[src/sv/card_number_luhn_validator_assert.svh]
// Assertion macros shared by the card number validator modules.
`ifndef CARD_NUMBER_LUHN_VALIDATOR_ASSERT_SVH
`define CARD_NUMBER_LUHN_VALIDATOR_ASSERT_SVH

// Condition must hold at every clock edge out of reset.
`define CNLV_ASSERT_ALWAYS(label, cond, msg) \
    label: assert property (@(posedge clk) disable iff (!rst_n) (cond)) \
        else $error(msg);

// Trigger in one cycle implies the consequent in the next.
`define CNLV_ASSERT_NEXT(label, trig, cons, msg) \
    label: assert property (@(posedge clk) disable iff (!rst_n) (trig) |=> (cons)) \
        else $error(msg);

`endif

[src/sv/cnlv_pkg.sv]
// Shared types, constants and helpers for the card number validator.
package cnlv_pkg;

    localparam int BIN_W      = 54;            // card number width
    localparam int NUM_DIGITS = 17;            // 2^54 < 10^17
    localparam int BCD_W      = 4 * NUM_DIGITS;
    localparam int CNT_W      = $clog2(BIN_W); // shift / digit counter
    localparam int POS_W      = 5;             // digit position, up to 17
    localparam int IN_TDATA_W  = 56;
    localparam int OUT_TDATA_W = 16;

    localparam logic [POS_W-1:0] LEN_13 = 5'd13;
    localparam logic [POS_W-1:0] LEN_15 = 5'd15;
    localparam logic [POS_W-1:0] LEN_16 = 5'd16;
    localparam logic [3:0]       LEAD_3 = 4'd3;
    localparam logic [3:0]       LEAD_4 = 4'd4;
    localparam logic [3:0]       LEAD_5 = 4'd5;

    typedef enum logic [2:0] {
        ST_BAD_LEN    = 3'd0,
        ST_CHECK_FAIL = 3'd1,
        ST_BRAND3     = 3'd2,
        ST_BRAND5     = 3'd3,
        ST_BRAND4     = 3'd4,
        ST_VALID      = 3'd5
    } status_t;

    // Controller to datapath commands
    typedef struct packed {
        logic load;     // take a new card number
        logic shift;    // one double-dabble step
        logic scan;     // consume one BCD digit
        logic publish;  // move result into the output register
    } cnlv_cmd_t;

    // Luhn term of one digit; odd positions are doubled and folded.
    function automatic logic [3:0] luhn_term(input logic [3:0] d, input logic odd);
        logic [4:0] dbl;
        dbl = {d, 1'b0};
        if (!odd)
            return d;
        else if (dbl > 5'd9)
            return 4'(dbl - 5'd9);
        else
            return dbl[3:0];
    endfunction

endpackage

[src/sv/card_number_luhn_validator.sv]
// Top level: Luhn mod 10 card number validator on stream ports.
// From an accepted request: the double-dabble shifts, the digit scan, then
//   the move into the output register, which waits while a result is held.
// A new request is taken only in IDLE, after the last result is published.
// A finished result holds in the output register while the next request runs.
// Reset: rst_n asynchronous, active low; clears the sequencer and the output.
module card_number_luhn_validator
    import cnlv_pkg::*;
(
    input  logic                   clk,
    input  logic                   rst_n,
    // request side
    input  logic                   s_tvalid,
    output logic                   s_tready,
    input  logic [IN_TDATA_W-1:0]  s_tdata,   // [53:0] card_number, [55:54] zero
    // result side
    output logic                   m_tvalid,
    input  logic                   m_tready,
    output logic [OUT_TDATA_W-1:0] m_tdata    // [2:0] status, [7:3] digit_count,
                                              // [8] checksum_ok, [15:9] zero
);

    cnlv_cmd_t  cmd;
    logic [2:0] status;
    logic [4:0] digit_count;
    logic       checksum_ok;

    // sequencer: one shared shift / digit counter
    cnlv_ctrl u_ctrl
    (
        .clk      (clk),
        .rst_n    (rst_n),
        .s_tvalid (s_tvalid),
        .s_tready (s_tready),
        .m_tvalid (m_tvalid),
        .m_tready (m_tready),
        .cmd      (cmd)
    );

    // BCD conversion, Luhn sum, brand decode
    cnlv_dp u_dp
    (
        .clk         (clk),
        .rst_n       (rst_n),
        .cmd         (cmd),
        .card_number (s_tdata[BIN_W-1:0]),
        .status      (status),
        .digit_count (digit_count),
        .checksum_ok (checksum_ok)
    );

    assign m_tdata = {7'd0, checksum_ok, digit_count, status};

endmodule

[src/sv/cnlv_ctrl.sv]
// Sequencer for the card number validator: conversion, digit scan, output.
module cnlv_ctrl
    import cnlv_pkg::*;
(
    input  logic      clk,
    input  logic      rst_n,
    input  logic      s_tvalid,
    output logic      s_tready,
    output logic      m_tvalid,
    input  logic      m_tready,
    output cnlv_cmd_t cmd
);

    typedef enum logic [1:0] {
        IDLE,
        CONV,
        SCAN,
        PUBL
    } state_t;

    state_t           state_reg, state_next;
    logic [CNT_W-1:0] cnt_reg, cnt_next;
    logic             m_tvalid_reg, m_tvalid_next;

    localparam logic [CNT_W-1:0] CONV_LAST = CNT_W'(BIN_W - 1);
    localparam logic [CNT_W-1:0] SCAN_LAST = CNT_W'(NUM_DIGITS - 1);

    assign s_tready = (state_reg == IDLE);
    assign m_tvalid = m_tvalid_reg;

    always_comb
    begin
        state_next    = state_reg;
        cnt_next      = cnt_reg;
        m_tvalid_next = m_tvalid_reg && !m_tready;
        cmd           = '0;
        case (state_reg)
            IDLE:
            begin
                if (s_tvalid)
                begin
                    cmd.load   = 1'b1;
                    cnt_next   = '0;
                    state_next = CONV;
                end
            end
            CONV:
            begin
                cmd.shift = 1'b1;
                cnt_next  = cnt_reg + 1'b1;
                if (cnt_reg == CONV_LAST)
                begin
                    cnt_next   = '0;
                    state_next = SCAN;
                end
            end
            SCAN:
            begin
                cmd.scan = 1'b1;
                cnt_next = cnt_reg + 1'b1;
                if (cnt_reg == SCAN_LAST)
                    state_next = PUBL;
            end
            PUBL:
            begin
                // wait for the output register to free up
                if (!m_tvalid_reg || m_tready)
                begin
                    cmd.publish   = 1'b1;
                    m_tvalid_next = 1'b1;
                    state_next    = IDLE;
                end
            end
            default:
                state_next = IDLE;
        endcase
    end

    always_ff @(posedge clk or negedge rst_n)
    begin
        if (!rst_n)
        begin
            state_reg    <= IDLE;
            cnt_reg      <= '0;
            m_tvalid_reg <= 1'b0;
        end
        else
        begin
            state_reg    <= state_next;
            cnt_reg      <= cnt_next;
            m_tvalid_reg <= m_tvalid_next;
        end
    end

`include "card_number_luhn_validator_assert.svh"

    `CNLV_ASSERT_ALWAYS(a_publish_free, !cmd.publish || !m_tvalid_reg || m_tready, "result overwritten")
    `CNLV_ASSERT_NEXT(a_accept_conv, s_tvalid && s_tready, state_reg == CONV && cnt_reg == '0, "accept did not start conversion")
    `CNLV_ASSERT_ALWAYS(a_cmd_onehot, $onehot0(cmd), "conflicting datapath commands")

endmodule

[src/sv/cnlv_dp.sv]
// Datapath: serial binary to BCD, Luhn digit scan and result register.
module cnlv_dp
    import cnlv_pkg::*;
(
    input  logic             clk,
    input  logic             rst_n,
    input  cnlv_cmd_t        cmd,
    input  logic [BIN_W-1:0] card_number,
    output logic [2:0]       status,
    output logic [4:0]       digit_count,
    output logic             checksum_ok
);

    logic [BIN_W-1:0] bin_reg, bin_next;
    logic [BCD_W-1:0] bcd_reg, bcd_next;
    logic [POS_W-1:0] pos_reg, pos_next;
    logic [POS_W-1:0] count_reg, count_next;
    logic [3:0]       lead_reg, lead_next;
    logic [3:0]       sum_reg, sum_next;

    logic [2:0]       status_reg, status_next;
    logic [4:0]       digit_count_reg;
    logic             checksum_ok_reg;

    logic [BCD_W-1:0] bcd_adj;
    logic [3:0]       digit;
    logic [4:0]       sum_raw;
    logic             ok;

    // add-3 on every digit of 5 or more before the shift
    always_comb
    begin
        for (int i = 0; i < NUM_DIGITS; i++)
        begin
            if (bcd_reg[4*i +: 4] >= 4'd5)
                bcd_adj[4*i +: 4] = bcd_reg[4*i +: 4] + 4'd3;
            else
                bcd_adj[4*i +: 4] = bcd_reg[4*i +: 4];
        end
    end

    assign digit   = bcd_reg[3:0];
    assign sum_raw = {1'b0, sum_reg} + {1'b0, luhn_term(digit, pos_reg[0])};
    assign ok      = (sum_reg == 4'd0);

    always_comb
    begin
        bin_next   = bin_reg;
        bcd_next   = bcd_reg;
        pos_next   = pos_reg;
        count_next = count_reg;
        lead_next  = lead_reg;
        sum_next   = sum_reg;
        if (cmd.load)
        begin
            bin_next   = card_number;
            bcd_next   = '0;
            pos_next   = '0;
            count_next = '0;
            lead_next  = '0;
            sum_next   = '0;
        end
        else if (cmd.shift)
        begin
            {bcd_next, bin_next} = {bcd_adj[BCD_W-2:0], bin_reg, 1'b0};
        end
        else if (cmd.scan)
        begin
            bcd_next = {4'd0, bcd_reg[BCD_W-1:4]};
            pos_next = pos_reg + 1'b1;
            sum_next = (sum_raw >= 5'd10) ? 4'(sum_raw - 5'd10) : sum_raw[3:0];
            if (digit != 4'd0)
            begin
                count_next = pos_reg + 1'b1;
                lead_next  = digit;
            end
        end
    end

    always_comb
    begin
        if (count_reg != LEN_13 && count_reg != LEN_15 && count_reg != LEN_16)
            status_next = ST_BAD_LEN;
        else if (!ok)
            status_next = ST_CHECK_FAIL;
        else if (lead_reg == LEAD_3 && count_reg == LEN_15)
            status_next = ST_BRAND3;
        else if (lead_reg == LEAD_5 && count_reg == LEN_16)
            status_next = ST_BRAND5;
        else if (lead_reg == LEAD_4 && (count_reg == LEN_13 || count_reg == LEN_16))
            status_next = ST_BRAND4;
        else
            status_next = ST_VALID;
    end

    always_ff @(posedge clk)
    begin
        bin_reg   <= bin_next;
        bcd_reg   <= bcd_next;
        pos_reg   <= pos_next;
        count_reg <= count_next;
        lead_reg  <= lead_next;
        sum_reg   <= sum_next;
    end

    always_ff @(posedge clk or negedge rst_n)
    begin
        if (!rst_n)
        begin
            status_reg      <= ST_BAD_LEN;
            digit_count_reg <= '0;
            checksum_ok_reg <= 1'b0;
        end
        else if (cmd.publish)
        begin
            status_reg      <= status_next;
            digit_count_reg <= count_reg;
            checksum_ok_reg <= ok;
        end
    end

    assign status      = status_reg;
    assign digit_count = digit_count_reg;
    assign checksum_ok = checksum_ok_reg;

`include "card_number_luhn_validator_assert.svh"

    `CNLV_ASSERT_ALWAYS(a_count_range, digit_count_reg <= 5'(NUM_DIGITS), "digit count out of range")
    `CNLV_ASSERT_ALWAYS(a_len_status, status_reg == ST_BAD_LEN || digit_count_reg == LEN_13 || digit_count_reg == LEN_15 || digit_count_reg == LEN_16, "length status mismatch")
    `CNLV_ASSERT_ALWAYS(a_sum_status, (status_reg == ST_CHECK_FAIL) == (status_reg != ST_BAD_LEN && !checksum_ok_reg), "checksum status mismatch")

endmodule
[config.mk]
export PLATFORM = sky130hd
export DESIGN_NAME = card_number_luhn_validator
export DESIGN_NICKNAME = d
export VERILOG_FILES = /design/src/sv/cnlv_pkg.sv /design/src/sv/card_number_luhn_validator.sv /design/src/sv/cnlv_ctrl.sv /design/src/sv/cnlv_dp.sv
export VERILOG_INCLUDE_DIRS = /design/src /design/src/sv
export SDC_FILE = /design/constraint.sdc
export NUM_CORES = 1
export LEC_CHECK = 0
export CAP_MARGIN = 20
export CELL_PAD_IN_SITES_DETAIL_PLACEMENT = 2
export CELL_PAD_IN_SITES_GLOBAL_PLACEMENT = 2
export CORE_ASPECT_RATIO = 1.2
export CORE_MARGIN = 2
export CORE_UTILIZATION = 42
export CTS_CLUSTER_DIAMETER = 50
export DETAILED_ROUTE_END_ITERATION = 12
export DONT_BUFFER_PORTS = 1
export GPL_TIMING_DRIVEN = 0
export PLACE_DENSITY_LB_ADDON = 0.15
export SYNTH_ARGS = -nofsm -noshare
export SYNTH_HDL_FRONTEND = slang
export SYNTH_SLANG_ARGS = --single-unit
[constraint.sdc]
create_clock -name clk -period 5.19 [get_ports clk]
set_clock_uncertainty 0.2 [all_clocks]
set_input_delay 0.2595 -clock clk [delete_from_list [all_inputs] [get_ports clk]]
set_output_delay 0.2595 -clock clk [all_outputs]
set_load 0.01 [all_outputs]
After elaboration in Yosys (flattened, before gate mapping)
Index checks and enable logic that the tools add are counted.
{"block": "op_classes", "n_addsub": 22, "n_lt_le_gt_ge": 19, "eq_ne": 18, "mux": 45, "bitwise_logic": 1, "reduce_logical": 20}
{"op": "68-bit 2-to-1 mux", "count": 2}
{"op": "54-bit 2-to-1 mux", "count": 2}
{"op": "4-bit 2-to-1 mux", "count": 19}
{"op": "4-bit by 3-bit >= comparator with 1-bit output (second input constant)", "count": 17}
{"op": "4-bit by 2-bit adder with 4-bit output (second input constant)", "count": 16}
{"op": "6-bit case mux with 3 select lines", "count": 1}
{"op": "3-bit 2-to-1 mux", "count": 5}
{"op": "6-bit 2-to-1 mux", "count": 2}
{"op": "5-bit by 4-bit == test with 1-bit output (second input constant)", "count": 2}
{"op": "5-bit by 4-bit inequality test with 1-bit output (second input constant)", "count": 2}
{"op": "1-bit 2-to-1 mux", "count": 9}
{"op": "4-bit by 3-bit == test with 1-bit output (second input constant)", "count": 2}
{"op": "2-bit 2-to-1 mux", "count": 4}
{"op": "2-bit case mux with 4 select lines", "count": 1}
{"op": "4-bit subtractor (second input constant)", "count": 2}
{"op": "6-bit by 1-bit adder with 6-bit output (second input constant)", "count": 1}
{"op": "6-bit by 5-bit == test with 1-bit output (second input constant)", "count": 1}
{"op": "6-bit == test (second input constant)", "count": 1}
{"op": "1-bit logical AND", "count": 6}
{"op": "2-bit by 1-bit inequality test with 1-bit output (second input constant)", "count": 3}
{"op": "4-bit by 4-bit adder with 5-bit output", "count": 1}
{"op": "5-bit by 1-bit adder with 5-bit output (second input constant)", "count": 1}
{"op": "5-bit == test (second input constant)", "count": 1}
{"op": "5-bit by 4-bit >= comparator with 1-bit output (second input constant)", "count": 1}
{"op": "other kinds (18)", "count": 23}
{"block": "totals", "register_bits": 158, "in_bits": 60, "output_inout_bits": 18, "wordCells": 137}

Longest topological paths before layout
Gate-level depths: netlist of run 1.
{"block": "logic_depth", "ltp_word": 8, "mapped_depth": 16, "depth_no_buf": 15}

Cells and area by module
Synthesis of run 1 repeated with hierarchy kept, for this count alone.
{"block": "hier_totals", "cells_unflattened": 876, "hier_area_um2": 8660.8}
{"mod": "cnlv_dp", "n_inst": 1, "cells_per_inst": 807, "area_each_um2": 7978.9, "seq_area_each_um2": 3568.4}
{"mod": "cnlv_ctrl", "n_inst": 1, "cells_per_inst": 60, "area_each_um2": 618.1, "seq_area_each_um2": 225.2}
{"mod": "card_number_luhn_validator", "n_inst": 1, "cells_per_inst": 9, "area_each_um2": 63.8, "seq_area_each_um2": 0.0}

Least setup slack after synthesis of run 1
Ideal clock, no wire load.
{"block": "synth_path", "path_type": "register to register", "startpoint": "register u_dp.bcd_reg[0]", "endpoint": "register u_dp.sum_reg[2]", "setup_ns": 0.074, "arrival_time_ns": 3.035, "t_required_ns": 4.916, "setup_slack_ns": 1.880, "path_stages_with_launch": 16, "n_path_buf": 1, "period_less_slack_ns": 3.310, "cell_sequence": "dfxtp_1 buf_2 inv_1 ha_1 inv_1 a21oi_1 xnor2_1 mux2i_1 fa_1 xnor2_2 inv_1 ha_1 o31ai_1 a311o_1 or3_1 a31oi_1"}
{"block": "synth_between", "elab_chain_len": 6, "word_cells_on_any_way": 8, "cone_classes": "add/sub (3); order compare (2); mux (3)"}
{"element": "from (decl)", "line_no": "cnlv_dp.sv:15", "rtl": "logic [BCD_W-1:0] bcd_reg, bcd_next;"}
{"element": "from (signal assigned)", "line_no": "cnlv_dp.sv:99", "rtl": "bcd_reg <= bcd_next;"}
{"element": "4-bit subtractor / 5-bit by 4-bit > comparator with 1-bit output (equally long branches)", "line_no": "cnlv_pkg.sv:43, cnlv_pkg.sv:42"}
{"element": "4-bit 2-to-1 mux", "line_no": "cnlv_pkg.sv:42", "rtl": "else if (dbl > 5'd9)"}
{"element": "4-bit 2-to-1 mux (*)", "line_no": "cnlv_pkg.sv:40", "rtl": "if (!odd)"}
{"element": "4-bit by 4-bit adder with 5-bit output (*)", "line_no": "cnlv_dp.sv:43", "rtl": "assign sum_raw = {1'b0, sum_reg} + {1'b0, luhn_term(digit, pos_reg[0])};"}
{"element": "4-bit subtractor / 5-bit by 4-bit >= comparator with 1-bit output (equally long branches)", "line_no": "cnlv_dp.sv:71", "rtl": "sum_next = (sum_raw >= 5'd10) ? 4'(sum_raw - 5'd10) : sum_raw[3:0];"}
{"element": "4-bit 2-to-1 mux (*)", "line_no": "cnlv_dp.sv:71"}
{"element": "to (signal assigned)", "line_no": "cnlv_dp.sv:103", "rtl": "sum_reg <= sum_next;"}
{"element": "to (decl)", "line_no": "cnlv_dp.sv:19", "rtl": "logic [3:0] sum_reg, sum_next;"}
Mark *: on every way between the ends. The rest lies on a longest branch, timed or not.
A chain may end at the register's enable or synchronous reset.

Worst setup path after layout of run 1
{"block": "layout_path", "startpoint": "register u_dp.bcd_reg[1]", "endpoint": "register u_dp.sum_reg[1]"}
{"block": "layout_between", "elab_chain_len": 6, "word_cells_on_any_way": 8, "cone_classes": "add/sub (3); order compare (2); mux (3)"}
{"element": "5-bit by 4-bit > comparator with 1-bit output / 4-bit subtractor (equally long branches)", "line_no": "cnlv_pkg.sv:42, cnlv_pkg.sv:43"}
{"element": "4-bit 2-to-1 mux", "line_no": "cnlv_pkg.sv:42"}
{"element": "4-bit 2-to-1 mux (*)", "line_no": "cnlv_pkg.sv:40"}
{"element": "4-bit by 4-bit adder with 5-bit output (*)", "line_no": "cnlv_dp.sv:43"}
{"element": "4-bit subtractor / 5-bit by 4-bit >= comparator with 1-bit output (equally long branches)", "line_no": "cnlv_dp.sv:71"}
{"element": "4-bit 2-to-1 mux (*)", "line_no": "cnlv_dp.sv:71"}
Marks and branches as above.

==> flow_metrics.env, run 1 <==
export IMPL_root_buffer="clkbuf_16"
export IMPL_initial_core_util_pct=42.53
export IMPL_pin_count=78
export IMPL_routed_wl_um=36580
export IMPL_fillers=2253
export IMPL_synth_area_leaders="dfxtp_1, edfxtp_1, nand2_1, ha_1, mux2i_1"
export IMPL_cp_arrival_ps=5130
export IMPL_synth_most_common_cell="nand2_1"
export IMPL_layout_min_cycle_time_ps=4970
export IMPL_crit_chain="inv_1 -> ha_1 -> inv_1 -> a21oi_1 -> a21oi_1 -> ha_1 -> inv_1 -> fa_1 -> xnor2_2 -> inv_1 -> ha_1 -> o31a_1 -> nor3_1 -> o21ai_0 -> a31oi_1"
export IMPL_drc=0
export IMPL_hold_viol_final=0
export IMPL_place_congestion=0.7716
export IMPL_h_tree_depth=4
export IMPL_ys_warn_count=0
export IMPL_largest_reg_flops=68
export IMPL_final_max_slew_viol_count=0
export IMPL_rr_worst_depth=15
export IMPL_period_share_pct=95.76
export IMPL_rows=58
export IMPL_syn_cell_area_mm2=0.008889
export IMPL_synthDominantCellAreaShare_pct=19.37
export IMPL_hp_class="in2reg"
export IMPL_critPathMaxStageDelay_ps=600
export IMPL_drive_above_1_share_pct=5.244
export IMPL_grt_pass1_wl_um=53820
export IMPL_vias_per_cell=5.886
export IMPL_cts_buffers=17
export IMPL_hpwl_um=19340
export IMPL_drt_first_pass_iters=5
export IMPL_leakage_nw=4.267
export IMPL_async_reset_ff_share_pct=11.39
export IMPL_clkLatencyLatePin_ps=460
export IMPL_fp_dieW_um=136.8
export IMPL_grt_usage_pct=31.97
export IMPL_setup_violations=0
export IMPL_synth_edf_count=54
export IMPL_min_delay_path_depth=3
export IMPL_dieArea_mm2=0.02235
export IMPL_fin_tns_setup_ps=0
export IMPL_crit_required_ps=5350
export IMPL_vias=8235
export IMPL_clk_pin_slew_ps=80
export IMPL_path_buf_inv=4
export IMPL_cts_hold_buf=57
export IMPL_p_per_area_mw_per_mm2=824.1
export IMPL_antenna_found_initial=2
export IMPL_yosys_area_top_type="dfxtp_1"
export IMPL_syn_area_per_cell_um2=8.638
export IMPL_clkSinkCount=158
export IMPL_slew_headroom_pct=43.87
export IMPL_cts_resized=0
export IMPL_wl_per_cell_um=26.15
export IMPL_synthCells=1029
export IMPL_portBuffers=0
export IMPL_core_mm2=0.02090
export IMPL_path_max_fanout=8
export IMPL_path_class="reg2reg"
export IMPL_ys_seq_elements=158
export IMPL_ys_seq_area_share_pct=42.68
export IMPL_area_growth_pct=17.37
export IMPL_maxCapViolCount=0
export IMPL_worst_setup_path_start_kind="register"
export IMPL_rsz0062_at_grt="no"
export IMPL_crit_slowest_cell="nor3_1"
export IMPL_synthDistinctLibCells=52
export IMPL_vdd_drop_max_uv=421.7
export IMPL_clockBufferDepth=2
export IMPL_grt_overflow=0
export IMPL_cpMostUsedCell="inv_1"
export IMPL_synthTopCellsByCount="nand2_1, dfxtp_1, nor2_1"
export IMPL_grt_max_degree=32
export IMPL_power_mw=8.597
export IMPL_max_freq_mhz=201.2
export IMPL_synthFlopType="dfxtp_1"
export IMPL_drt_iter0_drc=461
export IMPL_cts_tree="done"
export IMPL_grt_pass1_vias=9202
export IMPL_worstMarginPinSlew_ps=839.2
export IMPL_antenna_left=0
export IMPL_path_depth=15
export IMPL_post_cts_buffers=0
export IMPL_nets=1221
export IMPL_die_h_um=163.4
export IMPL_crit_path_end_kind="register"
export IMPL_crit_family="adder cells"
export IMPL_status="complete, no violations"
path summary, 6_finish.rpt:
kind	endpoint	startpoint	slack [ps]
setup / recovery	u_dp.sum_reg[1]$_SDFFE_PP0P_	u_dp.bcd_reg[1]$_SDFFE_PP0P_	220
hold / removal	u_ctrl.state_reg[0]$_DFFE_PN0P_	s_tvalid	140
setup reg to reg	u_dp.sum_reg[1]$_SDFFE_PP0P_	u_dp.bcd_reg[1]$_SDFFE_PP0P_	220
hold reg to reg	u_dp.bcd_reg[27]$_SDFFE_PP0P_	u_dp.bcd_reg[27]$_SDFFE_PP0P_	310
max in group asynchronous	u_ctrl.cnt_reg[0]$_DFFE_PN0P_	rst_n	4110
min in group asynchronous	u_ctrl.state_reg[0]$_DFFE_PN0P_	rst_n	150
layer usage:
metal	routed length, um	part of all wire (%)	GRT usage (%)
met1	14270	39	34.96
met2	18990	52	58.27
met3	1557	4.3	6.331
met4	1768	4.8	15.70
met5	0	0	0
where the power goes:
| part | internal [mW] | switching [mW] |
|---|---|---|
| combinational | 1.63 | 3.07 |
| sequential | 2.01 | 0.581 |
| clock | 0.647 | 0.661 |
per-stage QoR:
step	hold slack, ps	util [%]	std cells	worst slack, ps	cell area (um2)
finish	135.9	49.92	1399	220.0	10430
global route	143.2	49.89	1397	128.8	10430
CTS	104.0	49.87	1395	1270	10420
detailed placement	-235.8	44.36	1306	1412	9271
global placement	-235.8	44.25	1305	840.3	9249
floorplan	-236.1	-	1035	1880	8911
area by class of cell:
| class | count | area (um2) | share of cell area, % |
|---|---|---|---|
| Multi-Input combinational cell | 748 | 4596 | 44.05 |
| Sequential cell | 158 | 3794 | 36.36 |
| Timing Repair Buffer | 58 | 590.6 | 5.661 |
| Clock buffer | 17 | 425.4 | 4.078 |
| Tap cell | 270 | 337.8 | 3.238 |
| Buffer | 65 | 284.0 | 2.722 |
| Inverter | 64 | 240.2 | 2.303 |
| Clock inverter | 15 | 155.1 | 1.487 |
| Antenna cell | 4 | 10.01 | 0.09595 |
layout by cell type, fill, tap and decap left out, drive strengths merged, types with 4 or more instances in the layout:
master,synthesis,routed
a211oi,37,37
inv,64,74
nand4,5,5
a21oi,58,58
o21ai,44,44
a22oi,4,4
nand3,38,38
diode,0,4
nor3b,17,17
mux2,5,5
buf,23,24
xor2,8,8
clkinv,0,4
dfrtp,18,18
a311o,15,15
nand2b,35,35
nand2,218,218
ha,48,48
o21a,15,15
dlygate4sd3,0,57
dfxtp,86,86
edfxtp,54,54
xnor2,23,23
mux2i,58,58
clkbuf,42,59
conb,1,7
nor2,76,76
cell families (layout without fill, tap and decap cells):
logic type,Yosys count,count (layout),synth area share (%)
simple gates,408,408,20.21
compound gates,190,190,13.88
flops,158,158,42.68
buf+inv,129,219,5.898
mux,63,63,7.165
fa+ha+maj,49,49,6.982
xor+xnor,31,31,3.139
other cells,1,11,0.04219
worst min-delay path, cell delays in order:
cell       delay, ps
nor2b_1          270
a2111oi_4         80
mux2i_1          130
Note: power is estimated with default switching activity, not from simulation.
==> run 2: changes to the inputs <==
--- a/config.mk
+++ b/config.mk
@@ -6,12 +6,14 @@
 export SDC_FILE = /design/constraint.sdc
 export NUM_CORES = 1
 export LEC_CHECK = 0
+export ABC_AREA = 1
 export CAP_MARGIN = 20
 export CELL_PAD_IN_SITES_DETAIL_PLACEMENT = 2
 export CELL_PAD_IN_SITES_GLOBAL_PLACEMENT = 2
 export CORE_ASPECT_RATIO = 1.2
 export CORE_MARGIN = 2
-export CORE_UTILIZATION = 42
+export CORE_UTILIZATION = 41
+export CTS_BUF_LIST = sky130_fd_sc_hd__clkbuf_16
 export CTS_CLUSTER_DIAMETER = 50
 export DETAILED_ROUTE_END_ITERATION = 12
 export DONT_BUFFER_PORTS = 1
==> flow_metrics.env, run 2 <==
export IMPL_synth_area_leaders="dfxtp_1, edfxtp_1, nand2_1, a21oi_1, ha_1"
export IMPL_cts_tree="done"
export IMPL_wl_per_cell_um=24.88
export IMPL_hold_viol_final=0
export IMPL_vias_per_cell=5.875
export IMPL_r2r_end="u_dp.sum_reg[2]$_SDFFE_PP0P_"
export IMPL_syn_area_per_cell_um2=7.970
export IMPL_h_tree_depth=4
export IMPL_ys_seq_elements=158
export IMPL_wl_met3_um=1509
export IMPL_worstMarginPinSlew_ps=984.7
export IMPL_status="complete, no violations"
export IMPL_r2r_start="u_dp.bcd_reg[0]$_SDFFE_PP0P_"
export IMPL_drt_first_pass_iters=4
export IMPL_clk_pin_slew_ps=80
export IMPL_rsz0062_at_grt="no"
export IMPL_place_congestion=0.8166
export IMPL_routed_wl_um=36380
export IMPL_core_mm2=0.02097
export IMPL_final_common_cell="nand2_1"
export IMPL_syn_cell_area_mm2=0.008735
export IMPL_layout_common_cells="nand2_1, a21oi_1, inv_1, o21ai_0, dfxtp_1"
export IMPL_synth_edf_count=54
export IMPL_clockBufferDepth=2
export IMPL_cts_resized=0
export IMPL_period_share_pct=73.42
export IMPL_maxCapViolCount=0
export IMPL_yosys_area_top_type="dfxtp_1"
export IMPL_setup_violations=0
export IMPL_final_max_slew_viol_count=0
export IMPL_clkLatencyLatePin_ps=450
export IMPL_drt_iter0_drc=566
export IMPL_grt_pass1_wl_um=57110
export IMPL_fp_dieW_um=137.2
export IMPL_crit_required_ps=5300
export IMPL_fillers=2309
export IMPL_wl_met1_um=14380
export IMPL_pin_count=78
export IMPL_grt_usage_pct=33.59
export IMPL_portBuffers=0
export IMPL_ys_seq_area_share_pct=43.43
export IMPL_fin_tns_setup_ps=0
export IMPL_synthDominantCellAreaShare_pct=19.71
export IMPL_rr_worst_depth=21
export IMPL_max_freq_mhz=262.4
export IMPL_layout_min_cycle_time_ps=3811
export IMPL_synthFlopType="dfxtp_1"
export IMPL_worst_setup_path_start_kind="register"
export IMPL_area_growth_pct=17.28
export IMPL_grt_pass1_vias=9812
export IMPL_slew_headroom_pct=33.75
export IMPL_diodes=0
export IMPL_synthDistinctLibCells=46
export IMPL_antenna_left=0
export IMPL_initial_core_util_pct=41.65
export IMPL_synthTopCellsByCount="nand2_1, a21oi_1, inv_1"
export IMPL_antenna_found_initial=0
export IMPL_synth_most_common_cell="nand2_1"
export IMPL_hpwl_um=19460
export IMPL_drc=0
export IMPL_rows=58
export IMPL_clkSinkCount=158
export IMPL_crit_path_end_kind="register"
export IMPL_drive_above_1_share_pct=9.060
export IMPL_root_buffer="clkbuf_16"
export IMPL_die_h_um=163.9
export IMPL_rrSetupSlack_ps=1380
export IMPL_cts_buffers=17
export IMPL_synthCells=1096
export IMPL_path_max_fanout=6
export IMPL_cp_arrival_ps=3920
export IMPL_vias=8589
export IMPL_ys_warn_count=0
export IMPL_dieArea_mm2=0.02249
export IMPL_post_cts_buffers=0
export IMPL_critPathLaunch="u_dp.bcd_reg[0]$_SDFFE_PP0P_"
export IMPL_grt_max_degree=33
export IMPL_path_class="reg2reg"
export IMPL_cp_endpoint="u_dp.sum_reg[2]$_SDFFE_PP0P_"
export IMPL_grt_overflow=0
export IMPL_hp_class="in2reg"
export IMPL_dr_wl_met2_um=18990
export IMPL_top_layer="met4"
export IMPL_largest_reg_flops=68
export IMPL_async_reset_ff_share_pct=11.39
export IMPL_nets=1288
-- run 2: cell types whose count changed after synthesis, moves of 23 or more --
cell,previous run,this run
nand2b_1,35,0
clkbuf_1,42,16
o21ai_0,34,100
mux2i_1,58,0
nor2_1,76,31
inv_1,62,104
a21oi_1,58,152
nand2_1,218,271
o211ai_1,0,23
a211oi_1,37,2
-- run 2: metal layers --
metal	vias to the layer above	track usage, %
met1	4362	38.39
met3	110	5.710
li1	3835	-
met5	-	0
met4	0	15.84
met2	282	60.29
-- run 2: layout make-up --
cell class	instances	area (um2)	area share (%)
multi-input cells	770	4208	41.08
flip-flops and latches	158	3794	37.03
repair buffers	58	590.6	5.765
clock buffers	18	450.4	4.397
inverters	114	430.4	4.202
well taps	270	337.8	3.298
plain buffers	60	327.8	3.200
clock inverters	14	105.1	1.026
-- run 2: kinds of logic after synthesis --
group | Yosys count | synth area share [%]
simple gates | 378 | 18.02
compound gates | 311 | 20.21
buf+inv | 174 | 8.681
flops | 158 | 43.43
xor+xnor | 25 | 2.507
other cells | 1 | 0.04293
fa+ha+maj | 49 | 7.105
-- run 2: critical path, stage by stage, from the launching register on --
cell and delay, ps:
dfxtp_1 480, inv_1 170, ha_1 320, inv_1 90
nand2_1 60, nand2_2 100, inv_2 70, nand2_1 60
nand3_1 80, o21ai_0 170, inv_1 130, fa_1 500
inv_1 100, nand2_1 90, and2_1 180, ha_1 250
nand2_1 100, nand3_1 110, nand2_1 130, nand2_1 60
nand3_1 110, a21oi_1 80
-- run 2: timing repair --
action                                  in CTS  in global routing
endpoints found under the setup margin       0                  0
hold buffers                                57                  0
endpoints found under the hold margin       75                  0
-- run 2: per-stage QoR --
| step | area, um2 | worst slack [ps] | utilization [%] | std cells | hold WS, ps |
|---|---|---|---|---|---|
| global route | 10240 | 1182 | 48.84 | 1462 | 120.3 |
| CTS | 10240 | 1693 | 48.84 | 1462 | 80.37 |
| floorplan | 8757 | 2169 | - | 1102 | -236.1 |
| global placement | 9095 | 1209 | 43.37 | 1372 | -235.6 |
| finish | 10240 | 1379 | 48.84 | 1462 | 88.66 |
| detailed placement | 9117 | 1782 | 43.47 | 1373 | -235.6 |
-- run 2: worst min-delay path by stage --
stage,startpoint,endpoint,slack [ps],cells past startpoint
after detailed placement,rst_n,u_ctrl.cnt_reg[1]$_DFFE_PN0P_,-240,0
after global routing,s_tvalid,u_ctrl.state_reg[0]$_DFFE_PN0P_,120,3
after CTS,s_tvalid,u_ctrl.state_reg[0]$_DFFE_PN0P_,80,3
after global placement,rst_n,u_ctrl.cnt_reg[1]$_DFFE_PN0P_,-240,0
final,s_tvalid,u_ctrl.state_reg[0]$_DFFE_PN0P_,90,3
after floorplan,rst_n,u_ctrl.cnt_reg[0]$_DFFE_PN0P_,-240,0
Power of run 2 is not shown: default switching activity piles up to over one toggle a cycle in this logic, so the estimate is an artifact.
==> run 3: changes to the inputs <==
--- a/config.mk
+++ b/config.mk
@@ -12,7 +12,7 @@
 export CELL_PAD_IN_SITES_GLOBAL_PLACEMENT = 2
 export CORE_ASPECT_RATIO = 1.2
 export CORE_MARGIN = 2
-export CORE_UTILIZATION = 41
+export CORE_UTILIZATION = 35
 export CTS_BUF_LIST = sky130_fd_sc_hd__clkbuf_16
 export CTS_CLUSTER_DIAMETER = 50
 export DETAILED_ROUTE_END_ITERATION = 12
==> constraint.sdc (replaced) <==
create_clock -name clk -period 3.5 [get_ports clk]
set_clock_uncertainty 0.2 [all_clocks]
set_input_delay 0.175 -clock clk [delete_from_list [all_inputs] [get_ports clk]]
set_output_delay 0.175 -clock clk [all_outputs]
set_load 0.01 [all_outputs]
==> flow_metrics.env, run 3 (same netlist as run 2, synthesis figures left out) <==
export IMPL_h_tree_depth=4
export IMPL_crit_family="adder cells"
export IMPL_drt_iter0_drc=319
export IMPL_worstMarginPinSlew_ps=910.7
export IMPL_die_h_um=177.1
export IMPL_grt_pass1_wl_um=46820
export IMPL_fin_tns_setup_ps=0
export IMPL_area_growth_pct=18.49
export IMPL_cp_arrival_ps=3300
export IMPL_clkLatencyLatePin_ps=430
export IMPL_setup_violations=0
export IMPL_p_per_area_mw_per_mm2=1192
export IMPL_vdd_drop_max_uv=531.9
export IMPL_path_buf_inv=4
export IMPL_layout_common_cells="nand2_1, a21oi_1, inv_1, o21ai_0, dfxtp_1"
export IMPL_leakage_nw=4.482
export IMPL_drc=0
export IMPL_clk_pin_slew_ps=70
export IMPL_diodes=0
export IMPL_hold_viol_final=0
export IMPL_final_max_slew_viol_count=0
export IMPL_rsz0062_at_grt="no"
export IMPL_crit_required_ps=3580
export IMPL_placedCellCount=1428
export IMPL_nets=1289
export IMPL_place_congestion=0.7534
export IMPL_fp_dieW_um=148.2
export IMPL_cts_buffers=17
export IMPL_slew_headroom_pct=38.73
export IMPL_path_max_fanout=5
export IMPL_status="complete, no violations"
export IMPL_critPathMaxStageDelay_ps=410
export IMPL_fin_util_pct=42.08
export IMPL_initial_core_util_pct=35.52
export IMPL_final_common_cell="nand2_1"
export IMPL_grt_max_degree=32
export IMPL_portBuffers=0
export IMPL_crit_path_end_kind="register"
export IMPL_worst_setup_path_start_kind="register"
export IMPL_root_buffer="clkbuf_16"
export IMPL_cts_tree="done"
export IMPL_drt_first_pass_iters=4
export IMPL_routed_wl_um=28810
export IMPL_drive_above_1_share_pct=9.304
export IMPL_maxCapViolCount=0
export IMPL_layout_cells_non_filler=1518
export IMPL_clkSinkCount=158
export IMPL_core_mm2=0.02459
export IMPL_vias_per_cell=5.204
export IMPL_hp_class="in2reg"
export IMPL_path_class="reg2reg"
export IMPL_grt_overflow=0
export IMPL_antenna_left=0
export IMPL_crit_chain="inv_1 -> ha_2 -> inv_1 -> nand2_1 -> nand2_2 -> nand2_1 -> o21ai_0 -> ha_2 -> inv_1 -> fa_1 -> inv_1 -> nand2_1 -> and2_1 -> ha_1 -> nand2_1 -> nand3_1 -> nand2_1 -> nand2_1 -> nand3_1 -> a21oi_1"
export IMPL_grt_usage_pct=22.74
export IMPL_rows=63
export IMPL_crit_slowest_cell="fa_1"
export IMPL_grt_pass1_vias=8680
export IMPL_vias=7899
export IMPL_pin_count=78
export IMPL_layout_min_cycle_time_ps=3222
export IMPL_antenna_found_initial=0
export IMPL_hpwl_um=19270
export IMPL_dieArea_mm2=0.02624
export IMPL_max_freq_mhz=310.4
export IMPL_largest_reg_flops=68
export IMPL_period_share_pct=92.05
export IMPL_cpMostUsedCell="nand2_1"
export IMPL_wl_per_cell_um=18.98
export IMPL_clockBufferDepth=2
-- run 3: what timing repair did --
action | 4_1_cts | 5_1_grt
setup endpoints to repair | 0 | 2
buffers inserted | 0 | 1
resized for setup | 0 | 6
endpoints found under the hold margin | 76 | 0
hold buffers | 57 | 0
-- run 3: worst paths after layout --
kind                            slack, ps                         endpoint                           from  cells past startpoint
max in group asynchronous            2440  u_dp.digit_count[1]$_DFFE_PN0P_                          rst_n                      1
worst min-delay path                   50  u_ctrl.state_reg[1]$_DFFE_PN0P_                       s_tvalid                      4
min in group asynchronous             110        u_ctrl.m_tvalid$_DFF_PN0_                          rst_n                      1
worst max register to register        280     u_dp.sum_reg[2]$_SDFFE_PP0P_   u_dp.bcd_reg[1]$_SDFFE_PP0P_                     20
worst max-delay path                  280     u_dp.sum_reg[2]$_SDFFE_PP0P_   u_dp.bcd_reg[1]$_SDFFE_PP0P_                     20
worst min register to register        290    u_dp.lead_reg[3]$_SDFFE_PP0P_  u_dp.lead_reg[3]$_SDFFE_PP0P_                      2
-- run 3: report_power, final --
part,internal [mW],leakage (nW),switching (mW)
Clock,1.05,0.293,0.785
Combinational,2.28,2.70,4.40
Sequential,3.09,1.49,0.733
Total,6.42,4.48,5.91
-- run 3: cell type report --
type | count | area, um2
Multi-Input combinational cell | 770 | 4217
Tap cell | 325 | 406.6
Clock inverter | 13 | 98.84
Timing Repair Buffer | 59 | 598.1
Buffer | 60 | 327.8
Fill cell | 2862 | 14240
Inverter | 114 | 430.4
Clock buffer | 19 | 475.5
Sequential cell | 158 | 3796
-- run 3: stage by stage --
step	area [um2]	hold WS (ps)	total power, mW	setup slack [ps]
4_1_cts	10330	18.12	12.37	109.7
6_report	10350	46.58	12.34	278.3
5_1_grt	10350	60.13	13.50	4.229
3_3_place_gp	9164	-319.7	10.08	-546.1
3_5_place_dp	9186	-319.7	10.37	173.3
2_1_floorplan	8757	-320.6	8.301	479.4
-- run 3: routing by layer --
metal  up-vias  track usage (%)  share of wire [%]
li1       3849                -                  -
met3        21            3.582                2.4
met4         0            5.317                1.1
met2        97            41.26                 52
met5         -                0                  0
met1      3932            28.24                 45
-- run 3: tightest hold or removal path, stage by stage --
cell and delay (ps):
o22ai_1 80, nand3b_1 220, nand2_1 90, o21ai_0 70
